## src/hw/rtl/hslc_pkg.sv

```systemverilog
// hslc_pkg: shared constants, types and state encoding of the tag cache
// used by the controller, the datapath and the top level
package hslc_pkg;

  localparam int WAYS      = 8;
  localparam int MAX_SETS  = 256;
  localparam int ID_W      = 64;
  localparam int CNT_W     = 32;
  localparam int SET_W     = (MAX_SETS > 1) ? $clog2(MAX_SETS) : 1;
  localparam int WAY_W     = (WAYS > 1) ? $clog2(WAYS) : 1;
  localparam int NSETS_W   = 9;
  localparam int HASH_W    = 32;
  localparam int HASH_INIT = 5381;
  localparam int HASH_STEPS = 4;   // two id bytes per step
  localparam int MOD_STEPS  = 8;   // four hash bits per step
  localparam int STEP_W     = 3;
  localparam int META_W     = WAYS + WAYS * WAY_W;
  localparam int TAGROW_W   = WAYS * ID_W;
  localparam int OUT_W      = 1 + 8 + 3 + 1 + 3 * CNT_W;
  localparam int OUT_TDATA_W = ((OUT_W + 7) / 8) * 8;

  typedef enum logic [2:0] {
    ST_IDLE,
    ST_HASH,
    ST_MOD,
    ST_READ,
    ST_CMP
  } hslc_state_e;

  typedef struct packed {
    logic load;
    logic hash_step;
    logic mod_step;
    logic rd_en;
    logic commit;
  } hslc_cmd_t;

endpackage

```

## src/hw/rtl/hslc_ctrl.sv

```systemverilog
// hslc_ctrl: sequencer of one lookup (hash, modulo, set read, compare and update)
// depends on hslc_pkg
module hslc_ctrl
  import hslc_pkg::*;
(
  input  logic      clk_i,
  input  logic      rst_ni,
  input  logic      in_valid_i,
  output logic      in_ready_o,
  output logic      out_valid_o,
  input  logic      out_ready_i,
  output hslc_cmd_t cmd_o
);

  hslc_state_e state_q, state_d;
  logic [STEP_W-1:0] step_q, step_d;
  logic out_valid_q, out_valid_d;
  logic out_free;
  logic in_fire;

  assign out_free = !out_valid_q || out_ready_i;
  assign in_fire  = in_valid_i && (state_q == ST_IDLE);

  always_comb begin
    state_d = state_q;
    step_d  = step_q;
    unique case (state_q)
      ST_IDLE: begin
        step_d = '0;
        if (in_valid_i) state_d = ST_HASH;
      end
      ST_HASH: begin
        if (step_q == STEP_W'(HASH_STEPS - 1)) begin
          step_d  = '0;
          state_d = ST_MOD;
        end else begin
          step_d = step_q + 1'b1;
        end
      end
      ST_MOD: begin
        if (step_q == STEP_W'(MOD_STEPS - 1)) begin
          step_d  = '0;
          state_d = ST_READ;
        end else begin
          step_d = step_q + 1'b1;
        end
      end
      ST_READ: state_d = ST_CMP;
      ST_CMP: begin
        if (out_free) state_d = ST_IDLE;
      end
      default: state_d = ST_IDLE;
    endcase
  end

  always_comb begin
    cmd_o = '0;
    in_ready_o = 1'b0;
    unique case (state_q)
      ST_IDLE: begin
        in_ready_o = 1'b1;
        cmd_o.load = in_valid_i;
      end
      ST_HASH: cmd_o.hash_step = 1'b1;
      ST_MOD:  cmd_o.mod_step  = 1'b1;
      ST_READ: cmd_o.rd_en     = 1'b1;
      ST_CMP:  cmd_o.commit    = out_free;
      default: cmd_o = '0;
    endcase
  end

  always_comb begin
    out_valid_d = out_valid_q;
    if (cmd_o.commit) out_valid_d = 1'b1;
    else if (out_ready_i) out_valid_d = 1'b0;
  end

  always_ff @(posedge clk_i or negedge rst_ni) begin
    if (!rst_ni) begin
      state_q     <= ST_IDLE;
      step_q      <= '0;
      out_valid_q <= 1'b0;
    end else begin
      state_q     <= state_d;
      step_q      <= step_d;
      out_valid_q <= out_valid_d;
    end
  end

  assign out_valid_o = out_valid_q;

  a_fire_hash: assert property (@(posedge clk_i) disable iff (!rst_ni)
    in_fire |=> state_q == ST_HASH)
    else $error("accepted lookup did not start hashing");

  a_commit_free: assert property (@(posedge clk_i) disable iff (!rst_ni)
    cmd_o.commit |-> (!out_valid_q || out_ready_i))
    else $error("commit would overwrite an untaken result");

  a_commit_valid: assert property (@(posedge clk_i) disable iff (!rst_ni)
    cmd_o.commit |=> out_valid_q)
    else $error("committed result not presented");

  a_ready_idle: assert property (@(posedge clk_i) disable iff (!rst_ni)
    in_ready_o |-> !out_valid_q || state_q == ST_IDLE)
    else $error("input ready outside idle");

endmodule

```

## config.mk

```make
export PLATFORM = sky130hd
export DESIGN_NAME = hslc_ctrl
export DESIGN_NICKNAME = d
export VERILOG_FILES = /design/src/hw/rtl/hslc_pkg.sv /design/src/hw/rtl/hslc_ctrl.sv
export SDC_FILE = /design/constraint.sdc
export NUM_CORES = 1
export LEC_CHECK = 0
export CORE_AREA = 5 5 42 44
export DETAILED_ROUTE_END_ITERATION = 10
export DIE_AREA = 0 0 47 49
export DONT_BUFFER_PORTS = 1
export HOLD_SLACK_MARGIN = 0.03
export SYNTH_ARGS = -nofsm -noshare
export SYNTH_HDL_FRONTEND = slang
export SYNTH_SLANG_ARGS = --single-unit
```

## constraint.sdc

```tcl
create_clock -name clk_i -period 1.11 [get_ports clk_i]
set_input_delay 0.111 -clock clk_i [delete_from_list [all_inputs] [get_ports clk_i]]
set_output_delay 0.111 -clock clk_i [all_outputs]
set_load 0.01 [all_outputs]
```

==> flow_metrics.py, run 1 <==
metrics = {
    "yosys": {
        "synth-seq-area-share": 0.4035,
        "syn_inst": 49,
        "syn_nets": 56,
        "synth-seq-cells": 7,
        "synth_cell_type_count": 28,
        "syn_area_um2": 434.2,
        "syn_area_per_cell_um2": 8.861,
        "yosysWarnings": 0,
    },
    "clock_network": {
        "clk-insertion-delay-late_ps": 260,
        "cts_tree": "built",
        "clk_path_buf_depth": 2,
        "cts-root-buf": "clkbuf_4",
        "cts_buffers": 3,
        "clock_sinks": 7,
        "clk_pin_slew_ps": 60,
        "h-tree-depth": 1,
    },
    "sta": {
        "setup_viol": 9,
        "clock_skew_ps": 11.55,
        "max_slew_margin": 0.7706,
        "period_share": 1.168,
        "hold_viol_final": 0,
        "min_period_ps": 1296,
        "fin_tns_setup_ps": -1175,
        "fin_ws_ps": -186.0,
        "tightest_slew_ps": 342.9,
        "rsz0062_at_grt": "yes",
        "slew_viol_final": 0,
        "fmax_mhz": 771.6,
    },
    "floorplan": {
        "fp.dieW_um": 47,
        "die_height_um": 49,
        "start_util": 0.3098,
        "ios": 11,
        "num_rows": 14,
        "core_um2": 1401,
        "die_area_um2": 2303,
    },
    "placed_design": {
        "numPortBuffers": 0,
        "dp_worst_setup_slack_ps": -130.4,
        "hpwl_um": 670.6,
        "dp_cells": 72,
        "gp_congestion": 0.6533,
    },
    "detailed_routing": {
        "vias_per_cell": 4.835,
        "first_pass_iters": 4,
        "vias": 411,
        "drt_iter0_markers": 4,
        "postRouteAntennaNets": 0,
        "routed_wl_um": 1143,
        "wl_per_cell_um": 13.45,
        "drc_errors": 0,
    },
    "critical_path": {
        "r2r_slack_ps": -170,
        "crit_path_end_kind": "primary output",
        "rr_endpoint": "step_q[2]$_DFFE_PN0P_",
        "worstSetupStartpointType": "register",
        "required_ps": 1000,
        "critPathArrivalTime_ps": 1190,
        "slowest_delay_ps": 410,
        "crit_top_cell": "inv_2",
        "cpMaxStageDelayCell": "dfrtp_1",
        "crit_fanout": 4,
        "crit_type": "reg -> out",
        "timing.rr.start": "step_q[0]$_DFFE_PN0P_",
        "crit_chain": "inv_2, or3_4, inv_2",
        "rr_worst_depth": 6,
    },
    "layout": {
        "drive_gt1_frac": 0.6522,
        "area_delta_synth_final_pct": 68.59,
        "final_nets": 77,
        "stdcell_count": 85,
        "fin_util": 0.5223,
        "diodes": 0,
        "fillCellCount": 142,
    },
    "min_path": {
        "min_from": "out_ready_i",
        "hold_class": "in -> reg",
        "whs_path_depth": 2,
        "min_to": "out_valid_o$_DFFE_PN0P_",
    },
    "power": {
        "power_density_nw_per_um2": 2601,
        "swShare": 0.3926,
        "p_leak_nw": 0.3280,
        "vdd_ir_drop_max_uv": 1253,
        "combPwrFrac": 0.616,
        "p_seq_frac": 0.256,
        "switchingPower_mw": 0.7475,
        "p_int_mw": 1.156,
        "pwr-share-clk": 0.128,
    },
    "grt": {
        "grt_max_degree": 8,
        "grt_pass1_vias": 365,
        "track_usage": 0.1014,
        "grt_overflow": 0,
        "grt_antenna_before_repair": 0,
        "grt_first_pass_wirelength_um": 1656,
    },
    "run_status": {
        "status": "complete, but fails checks",
        "violations": "negative setup slack",
    },
    "flow_run": {
        "drv_cap": 0,
    },
}
[synthesized netlist by cell type]
master / count / area share
o21ai_2: 1 / 0.020
nand3_1: 1 / 0.012
or3_4: 1 / 0.026
a22oi_1: 1 / 0.017
clkbuf_1: 1 / 0.0086
o21ai_0: 1 / 0.012
nor3_1: 1 / 0.012
nor2b_1: 1 / 0.014
ha_1: 3 / 0.086
o21ba_2: 1 / 0.023
o22ai_1: 1 / 0.014
and3_1: 1 / 0.014
inv_1: 3 / 0.026
nand2b_1: 4 / 0.058
nor2_1: 2 / 0.017
a21oi_1: 2 / 0.023
and2_1: 1 / 0.014
dfrtp_1: 7 / 0.40
nand2_1: 7 / 0.061
inv_2: 1 / 0.0086
o21ai_1: 1 / 0.012
a21o_1: 1 / 0.017
o31ai_1: 1 / 0.017
buf_4: 1 / 0.017
and2b_1: 1 / 0.017
nor3b_1: 1 / 0.017
o221ai_1: 1 / 0.020
buf_2: 1 / 0.012
[through the flow]
step                      power, mW  instance area, um^2  hold WS (ps)
final                         1.904                732.0         81.38
after detailed placement      1.230                528.0        -184.4
after CTS                     1.655                618.1         72.92
after global routing          2.068                732.0         95.74
after global placement        1.227                528.0        -184.4
after floorplan              0.9553                449.2        -184.6
[power by group through the flow]
stage / Combinational (mW) / Clock, mW / Sequential, mW
2_1_floorplan: 0.525 / 0 / 0.430
3_3_place_gp: 0.771 / 0 / 0.456
3_5_place_dp: 0.774 / 0 / 0.455
4_1_cts: 0.932 / 0.262 / 0.460
5_1_grt: 1.29 / 0.277 / 0.502
6_report: 1.17 / 0.244 / 0.488
[metal layers]
metal | global-route usage | wire length [um] | up-vias
met5 | 0 | 0 | -
met4 | 0.02765 | 0 | 0
met3 | 0.05535 | 53 | 0
met2 | 0.1380 | 610 | 8
met1 | 0.1371 | 479 | 197
li1 | - | - | 206
[repair_timing]
action / in CTS / in global routing
gates cloned: 0 / 0
resized for setup: 11 / 17
buffers inserted: 3 / 6
pin swaps: 3 / 9
hold buffers: 1 / 0
hold endpoints to repair: 7 / 0
endpoints found under the setup margin: 9 / 11
[registers in the layout, indices dropped and copies added, names as in the netlist]
name and flops:
state_q 3, out_valid_o 1, step_q 3
[cell families after synthesis]
kind of cell,after synthesis,synth area share
AND/OR/NAND/NOR,21,0.2623
AO/OA/AOI/OAI,11,0.1758
buffers and inverters,7,0.07202
flip-flops,7,0.4035
adder cells (fa/ha/maj),3,0.08646
[area by class of cell]
type                    instances  area, um^2  share of cell area
clock buffers                   4       26.28             0.03590
inverters                       4       17.52             0.02393
multi-input cells              35       325.3              0.4444
flip-flops and latches          7       178.9              0.2444
well taps                      16       20.02             0.02735
repair buffers                 19       163.9              0.2239
[critical path, delay by kind of cell, from the launching register on]
| family | cells | cell delay [ps] |
|---|---|---|
| flip-flops | 1 | 410 |
| buffers and inverters | 2 | 140 |
| AND/OR/NAND/NOR | 1 | 370 |
[worst max path at each step]
stage | from | to | slack, ps | cells after the start
floorplan | step_q[0]$_DFFE_PN0P_ | step_q[2]$_DFFE_PN0P_ | -70 | 6
global placement | step_q[0]$_DFFE_PN0P_ | step_q[2]$_DFFE_PN0P_ | -100 | 6
detailed placement | step_q[0]$_DFFE_PN0P_ | step_q[2]$_DFFE_PN0P_ | -130 | 6
CTS | state_q[0]$_DFFE_PN0P_ | cmd_o[4] | -190 | 3
global route | state_q[0]$_DFFE_PN0P_ | cmd_o[4] | -250 | 3
finish | state_q[0]$_DFFE_PN0P_ | cmd_o[3] | -190 | 3
[cell usage in the layout, fill, tap and decap left out, types with 3 or more instances in the layout]
cell type	Yosys	final
buf_4	1	13
nand2_1	7	7
buf_6	0	5
dfrtp_1	7	4
inv_2	1	3
clkbuf_4	0	3
dfrtp_2	0	3
No activity file was read; power rests on OpenSTA's default activity.
==> run 2: changes to the inputs <==
ABC_AREA = 1   (was not set)
clock period = 1.14 ns   (was 1.11 ns; I/O delays follow)
==> run 2 against run 1 <==
Compared with the run above: the run still ends with negative setup slack left; worst hold slack got worse by 6.7 ps; global-route usage about the same; synthesized cell count increased by 14%; register-to-register slack improved by 110 ps; sequential power increased by 10%; final cell count increased by 1.2%; via count increased by 0.73%; critical path type is now reg -> reg; critical endpoint is now state_q[0]$_DFFE_PN0P_.
==> flow_metrics.py, run 2 <==
metrics = {
    "run_status": {
        "status": "complete, but fails checks",
        "violations": "negative setup slack",
    },
    "power": {
        "p_leak_nw": 0.3146,
        "p_int_mw": 1.108,
        "vdd_ir_drop_max_uv": 1320,
        "p_total_mw": 2.112,
        "switchingPower_mw": 1.004,
        "combPwrFrac": 0.636,
        "power_density_nw_per_um2": 3204,
        "swShare": 0.4755,
        "p_seq_frac": 0.254,
        "pwr-share-clk": 0.110,
    },
    "floorplan": {
        "num_rows": 14,
        "die_height_um": 49,
        "start_util": 0.3054,
        "ios": 11,
        "core_um2": 1401,
        "fp.dieW_um": 47,
        "die_area_um2": 2303,
    },
    "grt": {
        "grt_first_pass_wirelength_um": 1635,
        "track_usage": 0.1016,
        "grt_overflow": 0,
        "grt_max_degree": 8,
        "grt_antenna_before_repair": 0,
        "grt_pass1_vias": 386,
    },
    "yosys": {
        "synth.largest_area_cell": "dfrtp_1",
        "synth_edf_count": 0,
        "ys_top_cells_by_area": "dfrtp_1 41%, nand2_1 14%, ha_1 8.8%, inv_1 7.9%, nand3_2 4.7%",
        "synthArstFlopShare": 1.000,
        "syn_area_um2": 427.9,
        "synth-seq-area-share": 0.4094,
        "netlist_top_cells_count": "16 x nand2_1, 9 x inv_1, 7 x dfrtp_1",
        "synthMostInstantiatedCell": "nand2_1",
        "syn_area_per_cell_um2": 7.641,
        "synth-seq-cells": 7,
        "syn_inst": 56,
        "synth_cell_type_count": 15,
        "syn_nets": 63,
        "synth_top_area_share": 0.4094,
        "synth_top_flop_cell": "dfrtp_1",
        "yosysWarnings": 0,
    },
    "clock_network": {
        "cts-root-buf": "clkbuf_4",
        "h-tree-depth": 1,
        "clk_path_buf_depth": 2,
        "clk_pin_slew_ps": 50,
        "clock_sinks": 7,
        "cts_buffers": 3,
        "cts_tree": "built",
        "clk-insertion-delay-late_ps": 250,
    },
    "critical_path": {
        "worstSetupEndpoint": "state_q[0]$_DFFE_PN0P_",
        "cpMaxStageDelayCell": "dfrtp_2",
        "crit_buf_inv": 1,
        "required_ps": 1290,
        "rr_endpoint": "state_q[0]$_DFFE_PN0P_",
        "crit_start": "state_q[2]$_DFFE_PN0P_",
        "timing.rr.start": "state_q[2]$_DFFE_PN0P_",
        "crit_chain": "nor2_4, buf_6, nand3_4, nand2_4, nor2_4, nand2_1, nand2_1",
        "crit_type": "reg -> reg",
        "rr_worst_depth": 7,
        "path_depth": 7,
        "crit_path_end_kind": "register",
        "r2r_slack_ps": -60,
        "slowest_delay_ps": 460,
        "critPathArrivalTime_ps": 1350,
        "crit_fanout": 5,
        "crit_family": "simple AND/OR/NAND/NOR gates",
        "worstSetupStartpointType": "register",
    },
    "placed_design": {
        "hpwl_um": 623.9,
        "numPortBuffers": 0,
        "gp_congestion": 0.7390,
        "dp_worst_setup_slack_ps": -13.94,
    },
    "sta": {
        "tightest_slew_ps": 423.5,
        "max_slew_margin": 0.7176,
        "slew_viol_final": 0,
        "clock_skew_ps": 0.6607,
        "hold_viol_final": 0,
        "fin_tns_setup_ps": -185.7,
        "setup_viol": 8,
        "min_period_ps": 1204,
        "hold_slack_ps": 74.72,
        "rsz0062_at_grt": "yes",
        "fmax_mhz": 830.2,
        "fin_ws_ps": -64.49,
        "period_share": 1.057,
    },
    "detailed_routing": {
        "routed_wl_um": 1139,
        "vias": 414,
        "postRouteAntennaNets": 0,
        "vias_per_cell": 4.814,
        "first_pass_iters": 4,
        "drt_iter0_markers": 14,
        "drc_errors": 0,
        "wl_per_cell_um": 13.24,
    },
    "min_path": {
        "hold_class": "in -> reg",
    },
    "layout": {
        "area_delta_synth_final_pct": 54.09,
        "drive_gt1_frac": 0.6143,
        "mostFrequentLayoutCells": "10 x nand2_1, 7 x inv_2, 7 x buf_4, 6 x nand2_2, 5 x nor2_4",
        "diodes": 0,
        "fin_util": 0.4705,
        "final_common_cell": "nand2_1",
        "final_nets": 78,
    },
    "flow_run": {
        "drv_cap": 0,
    },
}
==> run 2: worst min-delay path by stage <==
stage / from / end / slack [ps] / depth (start not counted)
final: out_ready_i / state_q[2]$_DFFE_PN0P_ / 70 / 3
after global routing: out_ready_i / state_q[2]$_DFFE_PN0P_ / 90 / 3
after CTS: out_ready_i / state_q[2]$_DFFE_PN0P_ / 80 / 3
after detailed placement: rst_ni / out_valid_o$_DFFE_PN0P_ / -180 / 0
after global placement: rst_ni / out_valid_o$_DFFE_PN0P_ / -180 / 0
after floorplan: rst_ni / out_valid_o$_DFFE_PN0P_ / -180 / 0
==> run 2: metal layers <==
metal / GRT usage / share of wire
met5: 0 / 0
met4: 0.04147 / 0.0053
met3: 0.05904 / 0.066
met2: 0.1516 / 0.56
met1: 0.1151 / 0.37
==> run 2: area by class of cell <==
cell class | instances | area, um^2
Fill cell | 145 | 742.0
Clock buffer | 4 | 26.28
Tap cell | 16 | 20.02
Timing Repair Buffer | 11 | 95.09
Multi-Input combinational cell | 37 | 297.8
Inverter | 11 | 41.29
Sequential cell | 7 | 178.9
==> run 2: per-stage QoR <==
stage | cell area, um^2 | instances
after floorplan | 427.9 | 56
after global placement | 447.9 | 72
after detailed placement | 447.9 | 72
after CTS | 564.3 | 83
after global routing | 659.4 | 86
final | 659.4 | 86
==> run 2: logic make-up after synthesis <==
family,share of synthesized area
compound gates,0.07602
simple gates,0.3129
flops,0.4094
buf+inv,0.1140
fa+ha+maj,0.08773
==> run 2: power by group through the flow <==
stage | clock, mW | sequential (mW) | combinational [mW]
floorplan | 0 | 0.474 | 0.589
global placement | 0 | 0.496 | 0.698
detailed placement | 0 | 0.497 | 0.711
CTS | 0.242 | 0.513 | 0.929
global route | 0.265 | 0.557 | 1.46
finish | 0.232 | 0.537 | 1.34
==> run 2: timing repair <==
item | CTS | global route
endpoints found under the hold margin | 8 | 0
setup endpoints to repair | 9 | 11
pin swaps | 8 | 7
hold buffers | 2 | 0
gates resized for setup | 12 | 21
buffers inserted | 5 | 3
==> run 2: tightest hold or removal path, delay by kind of cell <==
kind / cells / cell delay (ps)
AND/OR/NAND/NOR: 3 / 180
==> run 3: changes to the inputs <==
clock period = 1.53 ns   (was 1.14 ns; I/O delays follow)
==> run 3 against run 2 <==
Compared with the run above: the flow now finishes without violations; global-route usage is 2.5 points lower; register-to-register slack better by 400 ps; worst setup slack better by 250 ps; first-iteration DRC count is 71% lower; total power is 51% lower; routed wire length is 32% lower; count of clock-buffer cells in the layout stayed put; final cell count is 10% lower; worst hold slack better by 44 ps; combinational power is 62% lower; sequential share of layout area is 8.9 points higher; critical endpoint is now cmd_o[4]; largest power group unchanged.
==> flow_metrics.py, run 3 (synthesis results as in run 2) <==
metrics = {
    "clock_network": {
        "clk-insertion-delay-late_ps": 250,
        "cts-root-buf": "clkbuf_4",
        "h-tree-depth": 1,
        "cts_buffers": 3,
        "clk_pin_slew_ps": 50,
        "cts_tree": "built",
        "clk_path_buf_depth": 2,
        "clock_sinks": 7,
        "post_cts_buffers": 0,
    },
    "min_path": {
        "whs_path_depth": 3,
        "hold_class": "in -> reg",
        "min_from": "out_ready_i",
        "min_to": "state_q[2]$_DFFE_PN0P_",
    },
    "sta": {
        "period_share": 0.8790,
        "clock_skew_ps": 6.008,
        "min_period_ps": 1345,
        "rsz0062_at_grt": "no",
        "slew_viol_final": 0,
        "fin_ws_ps": 185.1,
        "fin_tns_setup_ps": 0,
        "fmax_mhz": 743.6,
        "tightest_slew_ps": 334.6,
        "setup_viol": 0,
        "max_slew_margin": 0.7762,
        "hold_viol_final": 0,
    },
    "critical_path": {
        "crit_path_end_kind": "primary output",
        "worstSetupStartpointType": "register",
        "required_ps": 1380,
        "rr_endpoint": "step_q[2]$_DFFE_PN0P_",
        "crit_chain": "nor2_2, nand2_1, nor2_1",
        "r2r_slack_ps": 340,
        "timing.rr.start": "step_q[0]$_DFFE_PN0P_",
        "slowest_delay_ps": 430,
        "cpMaxStageDelayCell": "dfrtp_1",
        "crit_type": "reg -> out",
        "rr_worst_depth": 4,
        "critPathArrivalTime_ps": 1190,
        "crit_fanout": 5,
        "crit_start": "state_q[2]$_DFFE_PN0P_",
    },
    "placed_design": {
        "hpwl_um": 617.6,
        "numPortBuffers": 0,
        "dp_worst_setup_slack_ps": 346.0,
        "gp_congestion": 0.7362,
        "dp_cells": 71,
    },
    "detailed_routing": {
        "drt_iter0_markers": 4,
        "drc_errors": 0,
        "first_pass_iters": 2,
        "wl_per_cell_um": 10.03,
        "postRouteAntennaNets": 0,
        "routed_wl_um": 772,
        "vias": 339,
        "vias_per_cell": 4.403,
    },
    "floorplan": {
        "num_rows": 14,
        "die_height_um": 49,
        "die_area_um2": 2303,
        "core_um2": 1401,
        "start_util": 0.3054,
        "ios": 11,
        "fp.dieW_um": 47,
    },
    "grt": {
        "grt_antenna_before_repair": 0,
        "grt_first_pass_wirelength_um": 1228,
        "grt_pass1_vias": 315,
        "grt_max_degree": 8,
        "grt_overflow": 0,
        "track_usage": 0.07665,
    },
    "layout": {
        "final_nets": 69,
        "drive_gt1_frac": 0.1967,
        "diodes": 0,
        "fillCellCount": 154,
        "area_delta_synth_final_pct": 13.74,
        "seqCellArea_um2": 175.2,
        "stdcell_count": 77,
        "final_common_cell": "nand2_1",
        "multi_input_area_um2": 203.9,
        "mostFrequentLayoutCells": "16 x nand2_1, 9 x inv_1, 7 x dfrtp_1, 5 x nor2_1",
    },
    "power": {
        "p_leak_nw": 0.2708,
        "switchingPower_mw": 0.4984,
        "pwr-share-clk": 0.159,
        "combPwrFrac": 0.487,
        "vdd_ir_drop_max_uv": 1142,
        "power_density_nw_per_um2": 2136,
        "swShare": 0.4794,
        "p_seq_frac": 0.354,
        "p_int_mw": 0.5411,
    },
    "run_status": {
        "status": "complete, no violations",
    },
    "flow_run": {
        "drv_cap": 0,
    },
}
## run 3: cell types whose count changed in the layout (fill, tap and decap cells not counted), moves of 4 or more
cell	delta
nor2_1	+4
nand2_1	+6
buf_4	-7
inv_2	-5
inv_1	+5
nor2_4	-5
nand2_2	-5
## run 3: worst max-delay path by stage
stage | end | depth (start not counted) | slack, ps
6_report | cmd_o[4] | 3 | 190
5_1_grt | cmd_o[4] | 3 | 90
4_1_cts | cmd_o[4] | 3 | 180
3_5_place_dp | step_q[2]$_DFFE_PN0P_ | 4 | 350
3_3_place_gp | step_q[2]$_DFFE_PN0P_ | 4 | 380
2_1_floorplan | step_q[2]$_DFFE_PN0P_ | 4 | 430
## run 3: power groups by stage
stage                     combinational (mW)  clock (mW)  sequential (mW)
after floorplan                        0.439           0            0.353
after global placement                 0.504           0            0.372
after detailed placement               0.506           0            0.372
after CTS                              0.517       0.173            0.369
after global routing                   0.597       0.189            0.382
final                                  0.506       0.165            0.368
## run 3: per-stage QoR
| step | total power [mW] | util | hold WS [ps] | area, um^2 |
|---|---|---|---|---|
| after floorplan | 0.7917 | - | -142.6 | 427.9 |
| after global placement | 0.8764 | 0.3143 | -142.4 | 440.4 |
| after detailed placement | 0.8780 | 0.3143 | -142.4 | 440.4 |
| after CTS | 1.059 | 0.3473 | 116.6 | 486.7 |
| after global routing | 1.169 | 0.3473 | 125.7 | 486.7 |
| final | 1.040 | 0.3473 | 118.9 | 486.7 |
## run 3: layer usage
metal | up-vias | GRT usage | wire [um]
met5 | - | 0 | 0
met4 | 0 | 0.01382 | 5
met3 | 2 | 0.07380 | 77
met2 | 9 | 0.09502 | 335
met1 | 146 | 0.09685 | 353
li1 | 182 | - | -
## run 3: timing repair
action / 4_1_cts / 5_1_grt
endpoints found under the hold margin: 8 / 0
gates resized for setup: 0 / 0
hold buffers: 2 / 0
## run 3: layout make-up
class | instances | area share
well taps | 16 | 0.04113
clock buffers | 4 | 0.05398
inverters | 11 | 0.08483
multi-input cells | 37 | 0.4190
repair buffers | 2 | 0.04113
flip-flops and latches | 7 | 0.3599
## run 3: worst max-delay path, delay by kind of cell, from the launching register on
| kind | cells | cell delay (ps) |
|---|---|---|
| AND/OR/NAND/NOR | 3 | 510 |
| flip-flops | 1 | 430 |
